--- src/rtl/dapa_pkg.sv ---
// Shared widths, constants, angle table and types of the direction angle pipeline.
package dapa_pkg;

  // Magnitudes are scaled until below 2^17, then taken to Q8
  localparam int MAG_W      = 17;
  localparam int Q_FRAC     = 8;
  localparam int Q8_W       = MAG_W + Q_FRAC;
  // Square root: 26 result bits from a 52-bit radicand
  localparam int SQ_BITS    = 26;
  localparam int SQ_W       = 2 * SQ_BITS;
  // CORDIC operands (covers Q8 magnitudes and rho)
  localparam int OPD_W      = SQ_BITS;
  localparam int PRESHIFT   = 20;
  localparam int CR_W       = OPD_W + PRESHIFT + 4;
  localparam int Z_W        = 26;
  localparam int ANG_W      = 23;
  localparam int AZ_W       = 25;
  localparam int FRAC_DEG   = 16;
  localparam int AZ_DEG_W   = 9;
  localparam int PO_DEG_W   = 8;
  localparam int ATAN_ENTRIES = 24;

  localparam logic signed [Z_W-1:0] DEG90_Z    = Z_W'(5898240);
  localparam logic [ANG_W-1:0]      DEG90_A    = ANG_W'(5898240);
  localparam logic [AZ_W-1:0]       DEG180_Q16 = AZ_W'(11796480);
  localparam logic [AZ_W-1:0]       DEG360_Q16 = AZ_W'(23592960);
  localparam logic [AZ_W-1:0]       ROUND_HALF = AZ_W'(32768);

  // atan(2^-i) in degrees, Q16, rounded to nearest
  localparam logic signed [Z_W-1:0] ATAN_Q16 [ATAN_ENTRIES] = '{
    Z_W'(2949120), Z_W'(1740967), Z_W'(919879), Z_W'(466945),
    Z_W'(234379),  Z_W'(117304),  Z_W'(58666),  Z_W'(29335),
    Z_W'(14668),   Z_W'(7334),    Z_W'(3667),   Z_W'(1833),
    Z_W'(917),     Z_W'(458),     Z_W'(229),    Z_W'(115),
    Z_W'(57),      Z_W'(29),      Z_W'(14),     Z_W'(7),
    Z_W'(4),       Z_W'(2),       Z_W'(1),      Z_W'(0)
  };

  typedef struct packed {
    logic neg_x;
    logic neg_y;
    logic neg_z;
    logic zero;
  } flags_t;

  typedef struct packed {
    logic [Q8_W-1:0] mx;
    logic [Q8_W-1:0] my;
    logic [Q8_W-1:0] mz;
    flags_t          fl;
  } mags_t;

  typedef struct packed {
    logic [AZ_DEG_W-1:0] azimuth_deg;
    logic [PO_DEG_W-1:0] polar_deg;
    logic                zero_length;
  } res_t;

endpackage

--- src/rtl/dapa_front.sv ---
// Front end: difference vector, magnitudes, range scaling and Q8 conversion.
module dapa_front import dapa_pkg::*; #(
  parameter int COORD_WIDTH = 16
) (
  input  logic                          clk,
  input  logic                          rst,
  input  logic                          en,
  input  logic                          in_valid,
  input  logic signed [COORD_WIDTH-1:0] start_x,
  input  logic signed [COORD_WIDTH-1:0] start_y,
  input  logic signed [COORD_WIDTH-1:0] start_z,
  input  logic signed [COORD_WIDTH-1:0] end_x,
  input  logic signed [COORD_WIDTH-1:0] end_y,
  input  logic signed [COORD_WIDTH-1:0] end_z,
  output logic                          out_valid,
  output mags_t                         out_mags
);

  localparam int D_W   = COORD_WIDTH + 1;
  localparam int EXT_W = (D_W > MAG_W) ? D_W : MAG_W;
  localparam int SH_W  = $clog2(EXT_W + 1);

  logic           v1, v2, v3, v4;
  logic [D_W-1:0] dx, dy, dz;
  logic [D_W-1:0] mx2, my2, mz2;
  logic [D_W-1:0] mx3, my3, mz3;
  flags_t         fl2, fl3;
  logic [SH_W-1:0] sh3;
  logic [D_W-1:0]  or_mag;
  logic [SH_W-1:0] bit_len;
  logic [SH_W-1:0] sh_next;
  logic [EXT_W-1:0] mx_sh, my_sh, mz_sh;

  // Advance valid bits with the data
  always_ff @(posedge clk) begin
    if (rst) begin
      v1 <= 1'b0;
      v2 <= 1'b0;
      v3 <= 1'b0;
      v4 <= 1'b0;
    end else if (en) begin
      v1 <= in_valid;
      v2 <= v1;
      v3 <= v2;
      v4 <= v3;
    end
  end

  // Stage 1: form the difference vector
  always_ff @(posedge clk) begin
    if (en) begin
      dx <= {end_x[COORD_WIDTH-1], end_x} - {start_x[COORD_WIDTH-1], start_x};
      dy <= {end_y[COORD_WIDTH-1], end_y} - {start_y[COORD_WIDTH-1], start_y};
      dz <= {end_z[COORD_WIDTH-1], end_z} - {start_z[COORD_WIDTH-1], start_z};
    end
  end

  // Stage 2: take magnitudes and signs, flag the zero vector
  always_ff @(posedge clk) begin
    if (en) begin
      mx2       <= dx[D_W-1] ? (~dx + 1'b1) : dx;
      my2       <= dy[D_W-1] ? (~dy + 1'b1) : dy;
      mz2       <= dz[D_W-1] ? (~dz + 1'b1) : dz;
      fl2.neg_x <= dx[D_W-1];
      fl2.neg_y <= dy[D_W-1];
      fl2.neg_z <= dz[D_W-1];
      fl2.zero  <= (dx == '0) && (dy == '0) && (dz == '0);
    end
  end

  // Find the common right shift that brings the largest magnitude below 2^17
  always_comb begin
    or_mag  = mx2 | my2 | mz2;
    bit_len = '0;
    for (int i = 0; i < D_W; i++) begin
      if (or_mag[i]) bit_len = SH_W'(i + 1);
    end
    sh_next = (bit_len > SH_W'(MAG_W)) ? (bit_len - SH_W'(MAG_W)) : '0;
  end

  // Stage 3: hold magnitudes and the shift
  always_ff @(posedge clk) begin
    if (en) begin
      mx3 <= mx2;
      my3 <= my2;
      mz3 <= mz2;
      fl3 <= fl2;
      sh3 <= sh_next;
    end
  end

  assign mx_sh = EXT_W'(mx3) >> sh3;
  assign my_sh = EXT_W'(my3) >> sh3;
  assign mz_sh = EXT_W'(mz3) >> sh3;

  // Stage 4: apply the shift and move to Q8
  always_ff @(posedge clk) begin
    if (en) begin
      out_mags.mx <= {mx_sh[MAG_W-1:0], {Q_FRAC{1'b0}}};
      out_mags.my <= {my_sh[MAG_W-1:0], {Q_FRAC{1'b0}}};
      out_mags.mz <= {mz_sh[MAG_W-1:0], {Q_FRAC{1'b0}}};
      out_mags.fl <= fl3;
    end
  end

  assign out_valid = v4;

endmodule

--- config.mk ---
export PLATFORM = sky130hd
export DESIGN_NAME = dapa_front
export DESIGN_NICKNAME = d
export VERILOG_FILES = /design/src/rtl/dapa_pkg.sv /design/src/rtl/dapa_front.sv
export SDC_FILE = /design/constraint.sdc
export NUM_CORES = 1
export LEC_CHECK = 0
export BUFFER_PORTS_ARGS = -buffer_cell sky130_fd_sc_hd__buf_2
export CORE_MARGIN = 5
export CORE_UTILIZATION = 46
export DETAILED_ROUTE_END_ITERATION = 7
export PLACE_DENSITY = 0.73
export SLEW_MARGIN = 20
export SYNTH_ARGS = -nofsm -noshare
export SYNTH_HDL_FRONTEND = slang
export SYNTH_SLANG_ARGS = --single-unit
export TNS_END_PERCENT = 10
--- constraint.sdc ---
create_clock -name clk -period 7.3 [get_ports clk]
set_clock_uncertainty 0.05 [all_clocks]
set_input_delay 1.46 -clock clk [delete_from_list [all_inputs] [get_ports clk]]
set_output_delay 1.46 -clock clk [all_outputs]
set_load 0.02 [all_outputs]
==> summary by stage, run 1 <==
Synth
The instance count of the mapped netlist is 1,095. The primary flip-flop cell chosen by synthesis mapping is sky130_fd_sc_hd__edfxtp_1. The number of enable-type register cells in the synthesized netlist is 221. The fraction of registers with async set/reset is 0.

For this run, the register share of the synthesized area comes to 0.526. The register bit count reported by yosys is 225. The synthesized netlist contains 75 unique library cells. For this run, the number of Yosys warnings is 0. The synthesized netlist occupies a cell area of 12,800 sq um. The average size of a mapped cell is 11.7 sq um.

Pwr
The maximum vdd drop is 0.000141 V. The power density over the cells is 243 nW/um^2. In this run the static leakage power is 5.74 nW.

Place
Routability-driven placement finished with a final weighted congestion of 0.895. The instance count after placement with tap cells included is 1,600. In this run the tool buffered the top-level ports with 155 buffer cells. The placed wire-length estimate after detailed placement is 18,100 um. The post-placement cell area is 13,800 sq um.

GRT
The number of antenna violations at the first check in global routing is 0. The number of global-route vias before repair is 7,775. The overall routing resource usage is 0.152. The first global-routing pass estimated 39,300 um of wire. Summed over all layers, the global routing overflow is 0. Entering global routing, the biggest net connects 108 pins.

Setup path
Data on the critical path is required at its endpoint by 7.49 ns. Along the worst path, the maximum fanout reaches 3. The category of the worst setup path launch point is a primary input. The data arrival time at the worst-slack endpoint is 3.37 ns. The nature of the critical path endpoint is a flop. The worst setup path category is in2reg.

Timing
On the final layout, the worst hold slack is 0.364 ns. The summed negative setup slack over all endpoints is 0 ns. The portion of the clock cycle consumed by the worst path in the final layout is 0.436.

After layout, the minimum clock period comes to 3.19 ns. The number of pins exceeding their max-slew limit in the final report is 0. Setup repair after global routing left no endpoint under its margin. The worst pin sits at a relative slew slack of 0.454. The maximum clock rate is 314 MHz. The final count of hold timing violations is 0. Setup violations remaining at the end of the flow were counted as 0. The worst-margin pin slew is 0.819 ns.

Die
The floorplan has 61 rows. The number of ports placed on the die boundary is 180. The floorplan step defined a die boundary enclosing 31,200 sq um. The overall die height is 177 um. The x dimension of the die is 177 um. The starting utilization of the core area is 0.462.

The region available for standard cell placement spans 27,600 sq um.

Route
The length of the first detailed-routing pass in iterations is 5. The number of antenna-violating nets in the routed design is 0. The final routed DRC violation total is 0.

The total length of routed wires is 23,900 um. The total vias in the final route is 8,377. The mean number of vias per cell is 5.11. The wire length per cell after detailed routing is 14.6 um. The count of routing violations after the opening detailed-route iteration is 627.

CTS
CTS saw 225 sinks. The CTS tree is done. The tree is rooted in a sky130_fd_sc_hd__clkbuf_16.

The clock latency on the worst-skew pair is 0.51 ns. In this run, post-CTS repair resized a total of 0 instances. Clock tree synthesis inserted a total of 23 buffers. The number of H-tree levels is 1. Hold repair after CTS inserted 0 buffers.

The buffer depth of the longest clock path is 3. Post-CTS timing repair inserted 0 buffers for setup. The post-CTS clock slew at the launch and capture registers of the worst setup and hold paths is 0.06 ns.

Layout
The area growth from synthesis to layout is 13.4%. Leaving out fill and tap cells, the most frequent cells in the layout are sky130_fd_sc_hd__edfxtp_1 (221), sky130_fd_sc_hd__buf_2 (154), sky130_fd_sc_hd__nor2_1 (101), sky130_fd_sc_hd__inv_1 (79), sky130_fd_sc_hd__nand2_1 (67). Excluding fillers, the count of instances in the completed layout stands at 1,640. The final design instance area without fill is 14,500 sq um. For this run, the share of the core covered by cells in the final layout is 0.524.

0 antenna diodes ended up in the layout. The number of nets in the layout is 1,406. The proportion of layout cells with a drive suffix above 1 is 0.197.

The most common cell after layout, fill and taps aside is sky130_fd_sc_hd__edfxtp_1.

Status
The run finished with clean final reports.

Min path
The type of the worst min-delay path is reg2reg.

Flow run
The count of max-cap constraint violations is 0.
metrics by stage:
step | worst slack, ns | power, mW
floorplan | 3.89 | 2.26
global placement | 3.69 | 2.45
detailed placement | 3.63 | 2.47
CTS | 4.15 | 3.55
global route | 4.01 | 3.71
finish | 4.11 | 3.52
critical path: stages:
cell	delay [ns]
sky130_fd_sc_hd__buf_2	0.11
sky130_fd_sc_hd__inv_1	0.04
sky130_fd_sc_hd__ha_1	0.28
sky130_fd_sc_hd__nor2b_1	0.14
sky130_fd_sc_hd__o31a_1	0.28
sky130_fd_sc_hd__o41a_1	0.40
sky130_fd_sc_hd__a21oi_2	0.22
sky130_fd_sc_hd__nor4bb_1	0.07
sky130_fd_sc_hd__or3_1	0.38
per-layer routing:
metal | GRT usage | up-vias | wire (um)
met4 | 0.0461 | 0 | 651
met3 | 0.0226 | 47 | 1450
met2 | 0.231 | 249 | 10600
met1 | 0.226 | 3794 | 11300
met5 | 0 | - | 0
li1 | - | 4287 | -
cell usage after synthesis, types with 5 or more instances:
master	count	area [sq um]
sky130_fd_sc_hd__a211oi_1	30	225
sky130_fd_sc_hd__a21boi_0	5	37.5
sky130_fd_sc_hd__a21oi_1	51	255
sky130_fd_sc_hd__a31oi_1	9	56.3
sky130_fd_sc_hd__and2_1	19	119
sky130_fd_sc_hd__and3_1	7	43.8
sky130_fd_sc_hd__buf_2	7	35.0
sky130_fd_sc_hd__buf_4	26	195
sky130_fd_sc_hd__buf_6	5	56.3
sky130_fd_sc_hd__clkbuf_1	18	67.6
sky130_fd_sc_hd__edfxtp_1	221	6640
sky130_fd_sc_hd__ha_1	56	701
sky130_fd_sc_hd__inv_1	79	297
sky130_fd_sc_hd__mux2_2	12	135
sky130_fd_sc_hd__mux2i_1	37	370
sky130_fd_sc_hd__mux4_2	19	428
sky130_fd_sc_hd__nand2_1	67	251
sky130_fd_sc_hd__nand2b_1	18	113
sky130_fd_sc_hd__nand3_1	6	30.0
sky130_fd_sc_hd__nand4_1	5	31.3
sky130_fd_sc_hd__nor2_1	101	379
sky130_fd_sc_hd__nor2b_1	14	87.6
sky130_fd_sc_hd__nor3_1	27	135
sky130_fd_sc_hd__nor4_1	6	37.5
sky130_fd_sc_hd__o211ai_1	5	37.5
sky130_fd_sc_hd__o21a_1	15	113
sky130_fd_sc_hd__o21ai_0	46	230
sky130_fd_sc_hd__o31a_1	5	43.8
sky130_fd_sc_hd__o31ai_1	9	67.6
sky130_fd_sc_hd__or3_1	12	75.1
sky130_fd_sc_hd__xnor2_1	53	464
sky130_fd_sc_hd__xor2_1	18	158
flip-flops by register name, indices dropped and copies added, names as in the netlist:
signal     cells
fl3            4
v1             1
mx3           17
out_valid      1
fl2            4
v2             1
my2           17
my3           17
out_mags      55
dx            17
dy            17
v3             1
sh3            5
dz            17
mx2           17
mz3           17
mz2           17
logic make-up after synthesis:
kind of cell | synth area share
AND/OR/NAND/NOR | 0.116
AO/OA/AOI/OAI | 0.123
flip-flops | 0.526
buffers and inverters | 0.0540
XOR/XNOR | 0.0487
multiplexers | 0.0731
adder cells (fa/ha/maj) | 0.0596
other | 0.000294
final cells by class:
type	instances	area, sq um
fillers	2431	13100
clock buffers	26	587
inverters	82	308
well taps	378	473
clock inverters	14	103
repair buffers	162	837
multi-input cells	753	5460
flip-flops and latches	225	6720
path summary, 6_finish.rpt:
| path | startpoint | end | slack, ns | cells after the start |
|---|---|---|---|---|
| worst min register to register | fl3[1]$_DFFE_PP_ | out_mags[1]$_DFFE_PP_ | 0.36 | 0 |
| worst min-delay path | fl3[1]$_DFFE_PP_ | out_mags[1]$_DFFE_PP_ | 0.36 | 0 |
| worst max-delay path | start_x[1] | dx[9]$_DFFE_PP_ | 4.11 | 9 |
| worst max register to register | sh3[0]$_SDFFCE_PP0P_ | out_mags[14]$_SDFFCE_PP0P_ | 4.35 | 7 |
where the power goes:
group	total [mW]	internal [mW]	switching (mW)
sequential	1.77	1.64	0.125
combinational	0.672	0.300	0.373
clock	1.08	0.614	0.468
total	3.52	2.56	0.966
(Power assumes the default switching activity.)
==> run 2: changes to the inputs <==
ABC_AREA = 1   (was unset)
PLACE_DENSITY = 0.76   (was 0.73)
clock period = 2.83 ns   (was 7.3 ns; I/O delays follow)
==> summary by stage, run 2 <==
Synth
The share of synthesized area in the top cell type comes to 0.536. Dividing the synthesized area by the synthesized cell count gives 9.75 sq um. The number of warning messages in the yosys log is 0.

The synthesized-area fraction occupied by and/or/nand/nor cells is 0.151. The sequential cell area fraction in the yosys report is 0.543. By area the synthesized netlist is led by sky130_fd_sc_hd__edfxtp_1 (54%), sky130_fd_sc_hd__nand2_1 (9.2%), sky130_fd_sc_hd__ha_1 (5.7%), sky130_fd_sc_hd__inv_1 (4.3%), sky130_fd_sc_hd__xor2_1 (4.2%). Yosys mapped the design onto 41 distinct sky130hd cell types. In the synthesized netlist the dominant register cell turns out to be sky130_fd_sc_hd__edfxtp_1. The most instantiated library cell after synthesis is sky130_fd_sc_hd__nand2_1. The instance count of the mapped netlist is 1,269.

The commonest cells after synthesis are sky130_fd_sc_hd__nand2_1 (302), sky130_fd_sc_hd__edfxtp_1 (221), sky130_fd_sc_hd__inv_1 (142). The complex-gate fraction of the synthesized area is 0.105. The post-synthesis adder-cell area fraction is 0.0615. The synthesized design contains 221 enable-type register cells. The cell type with the largest total area after synthesis is sky130_fd_sc_hd__edfxtp_1.

The register bit count reported by yosys is 225. The mux contribution to synthesized area is 0.00809. Of the total synthesized cell area, the portion taken by XOR and XNOR cells is 0.0587. The area of the mapped netlist is 12,400 sq um. The combinational family with the most area after synthesis is simple AND/OR/NAND/NOR gates. The fraction of registers with async set/reset is 0.

Layout
out_mags holds more flip-flops than any other register. The register with the most flip-flops in the layout has 55 of them. In the layout the commonest cells are sky130_fd_sc_hd__nand2_1 (302), sky130_fd_sc_hd__edfxtp_1 (221), sky130_fd_sc_hd__buf_2 (154), sky130_fd_sc_hd__inv_1 (142), sky130_fd_sc_hd__a21oi_1 (82). In the final layout, the share of cells above drive strength 1 is 0.163. After the flow finishes, the layout carries non-filler instances totaling 1,785. The final layout contains 1,586 nets. Leaving out fill and tap cells, the most frequent cell in the layout is sky130_fd_sc_hd__nand2_1. The count of antenna diodes in the layout is 0. The area growth from synthesis to layout is 15.1%.

Pwr
The maximum vdd drop is 0.000388 V. The leakage power of the design is 6.33 nW. The power density over the cells is 639 nW/um^2.

Status
The run finished with clean final reports.

Timing
The maximum clock rate is 401 MHz. For the pin with the worst max-slew slack, the measured transition is 0.782 ns. The final count of hold timing violations is 0. The max-slew headroom at the worst pin is 0.477. The summed negative setup slack over all endpoints is 0 ns.

Subtracting the final worst setup slack from the clock period gives 2.49 ns. Dividing the final minimum period by the clock period gives 0.881. The number of pins exceeding their max-slew limit in the final report came to 0. The tightest hold margin is 0.210 ns. Setup repair after global routing left no endpoint under its margin. The final number of setup-violating endpoints is 0.

Die
The x dimension of the die is 174 um. The overall die height is 174 um. After floorplanning, the core was sized to cover 26,700 sq um. For this design the top-level I/O count stands at 180.

The initialized floorplan defines 60 standard-cell rows. The floorplan step defined a die boundary enclosing 30,300 sq um. For this configuration, the core starts out at a cell density of 0.463.

Setup path
Counting cells, the worst reg-to-reg path comes to 24. In this run the worst path has a maximum fanout of 2. The endpoint required time on the critical path is 3.04 ns.

The worst setup path is launched from a flop. STA classifies the critical path endpoint as a flop. The data arrival time at the worst-slack endpoint is 2.70 ns. In this run the critical register-to-register path is launched from my2[1]$_DFFE_PP_. The worst register-to-register path ends at sh3[2]$_SDFFCE_PP0P_. By startpoint and endpoint, the worst setup path is classified as reg2reg. The reg2reg setup slack is 0.34 ns.

Route
The total vias in the final route is 8,833. The number of antenna-violating nets in the routed design is 0. The total length of routed wires is 24,100 um. The mean number of vias per cell is 4.95. The length of the first detailed-routing pass in iterations is 5. The wire length per cell after detailed routing is 13.5 um. The final routed DRC violation total is 0. After the first detailed-routing iteration, the DRC count stood at 663.

GRT
The number of global-route vias before repair came to 8,365. The number of antenna violations at the first check in global routing came to 0. The maximum number of pins on one net before global-route repair is 67. The total global routing overflow is 0. The overall routing resource usage is 0.157. The first global-routing pass estimated 40,400 um of wire.

Place
The wire-length estimate of the detail-placed layout is 18,400 um. The port buffer count is 155. The routability congestion estimate from global placement is 0.876. Including well taps, the total number of placed cells is 1,742.

CTS
The number of H-tree levels is 1. Clock-pin slew was measured on the worst setup and hold paths at 0.06 ns. The number of clock buffers inserted by TritonCTS is 24. For the worst-skew pair, the clock arrives at the later sink with an insertion delay of 0.51 ns. Counting along the longest clock path gives a buffer depth of 3. The number of buffers inserted to repair setup after CTS is 0. The sink count of the clock tree is 225. The clock root buffer is sky130_fd_sc_hd__clkbuf_16. TritonCTS built the clock tree.

Min path
The worst hold path begins at rst. The hold-critical path depth is 2. The type of the worst min-delay path is in2reg. The end point of the most critical hold path is v2$_SDFFE_PP0P_.

Flow run
Max-cap violations in this run came to 0.
[run 2: cell count changes in the layout (fill, tap and decap cells not counted), moves of 18 or more]
cell,change
sky130_fd_sc_hd__a21oi_1,+31
sky130_fd_sc_hd__a211oi_1,-30
sky130_fd_sc_hd__nand2b_1,-18
sky130_fd_sc_hd__o21ai_0,+27
sky130_fd_sc_hd__inv_1,+63
sky130_fd_sc_hd__mux4_2,-19
sky130_fd_sc_hd__nand3_1,+30
sky130_fd_sc_hd__nand2_1,+235
sky130_fd_sc_hd__mux2i_1,-27
sky130_fd_sc_hd__nor2_1,-29
sky130_fd_sc_hd__xnor2_1,-29
sky130_fd_sc_hd__xor2_1,+41
[run 2: area by class of cell]
| type | instances | area [sq um] |
|---|---|---|
| inverters | 148 | 556 |
| well taps | 341 | 427 |
| clock buffers | 30 | 623 |
| fillers | 2310 | 12500 |
| repair buffers | 169 | 952 |
| clock inverters | 13 | 106 |
| flip-flops and latches | 225 | 6720 |
| multi-input cells | 859 | 4860 |
[run 2: power by group]
part / internal, mW / switching (mW)
logic: 0.633 / 1.06
clock network: 1.66 / 1.21
registers: 4.25 / 0.278
[run 2: what timing repair did]
item | CTS | global route
hold buffers | 0 | 0
gates resized for setup | 0 | 1
endpoints found under the setup margin | 0 | 2
[run 2: kinds of logic after synthesis]
logic type	count (synthesis)
fa+ha+maj	59
simple gates	461
other cells	1
compound gates	220
buf+inv	210
mux	10
xor+xnor	83
flops	225
[run 2: worst max-delay path by stage]
stage | start | endpoint | slack, ns
2_1_floorplan | end_x[0] | dx[16]$_DFFE_PP_ | 0.35
3_3_place_gp | start_x[0] | dx[16]$_DFFE_PP_ | 0.13
3_5_place_dp | start_x[0] | dx[16]$_DFFE_PP_ | 0.11
4_1_cts | mx2[1]$_DFFE_PP_ | sh3[4]$_SDFFCE_PP0P_ | 0.31
5_1_grt | my2[1]$_DFFE_PP_ | sh3[4]$_SDFFCE_PP0P_ | 0.08
6_report | my2[1]$_DFFE_PP_ | sh3[2]$_SDFFCE_PP0P_ | 0.34
[run 2: worst max-delay path, cell delays in order (launching register included)]
cell and delay (ns):
sky130_fd_sc_hd__edfxtp_1 0.39, sky130_fd_sc_hd__inv_1 0.08, sky130_fd_sc_hd__nand2_1 0.06, sky130_fd_sc_hd__nor2_1 0.12
sky130_fd_sc_hd__nand2_1 0.08, sky130_fd_sc_hd__nand2_1 0.06, sky130_fd_sc_hd__nand2_1 0.04, sky130_fd_sc_hd__nand2_1 0.05
sky130_fd_sc_hd__nand2_1 0.05, sky130_fd_sc_hd__nand2_1 0.06, sky130_fd_sc_hd__nand2_1 0.05, sky130_fd_sc_hd__nand2_1 0.06
sky130_fd_sc_hd__nand2_1 0.04, sky130_fd_sc_hd__nand2_1 0.06, sky130_fd_sc_hd__nand2_1 0.04, sky130_fd_sc_hd__nand2_1 0.06
sky130_fd_sc_hd__nand2_1 0.05, sky130_fd_sc_hd__nand2_1 0.08, sky130_fd_sc_hd__nand2_1 0.06, sky130_fd_sc_hd__nand2_1 0.08
sky130_fd_sc_hd__ha_1 0.16, sky130_fd_sc_hd__inv_1 0.04, sky130_fd_sc_hd__o21ai_1 0.17, sky130_fd_sc_hd__o21bai_1 0.18
sky130_fd_sc_hd__inv_1 0.06
[run 2: through the flow]
stage	instance area [sq um]	util	setup WS, ns	total power [mW]
global placement	13500	0.505	0.134	6.23
finish	14200	0.533	0.336	9.09
CTS	14200	0.533	0.309	9.18
global route	14200	0.533	0.0763	9.59
floorplan	12500	-	0.347	5.73
detailed placement	13500	0.505	0.108	6.29
[run 2: layer usage]
layer,vias to the layer above,GRT usage,routed length (um)
met5,-,0,0
met4,0,0.0426,579
met3,37,0.0335,1560
met2,296,0.250,10900
met1,3923,0.220,11100
li1,4577,-,-
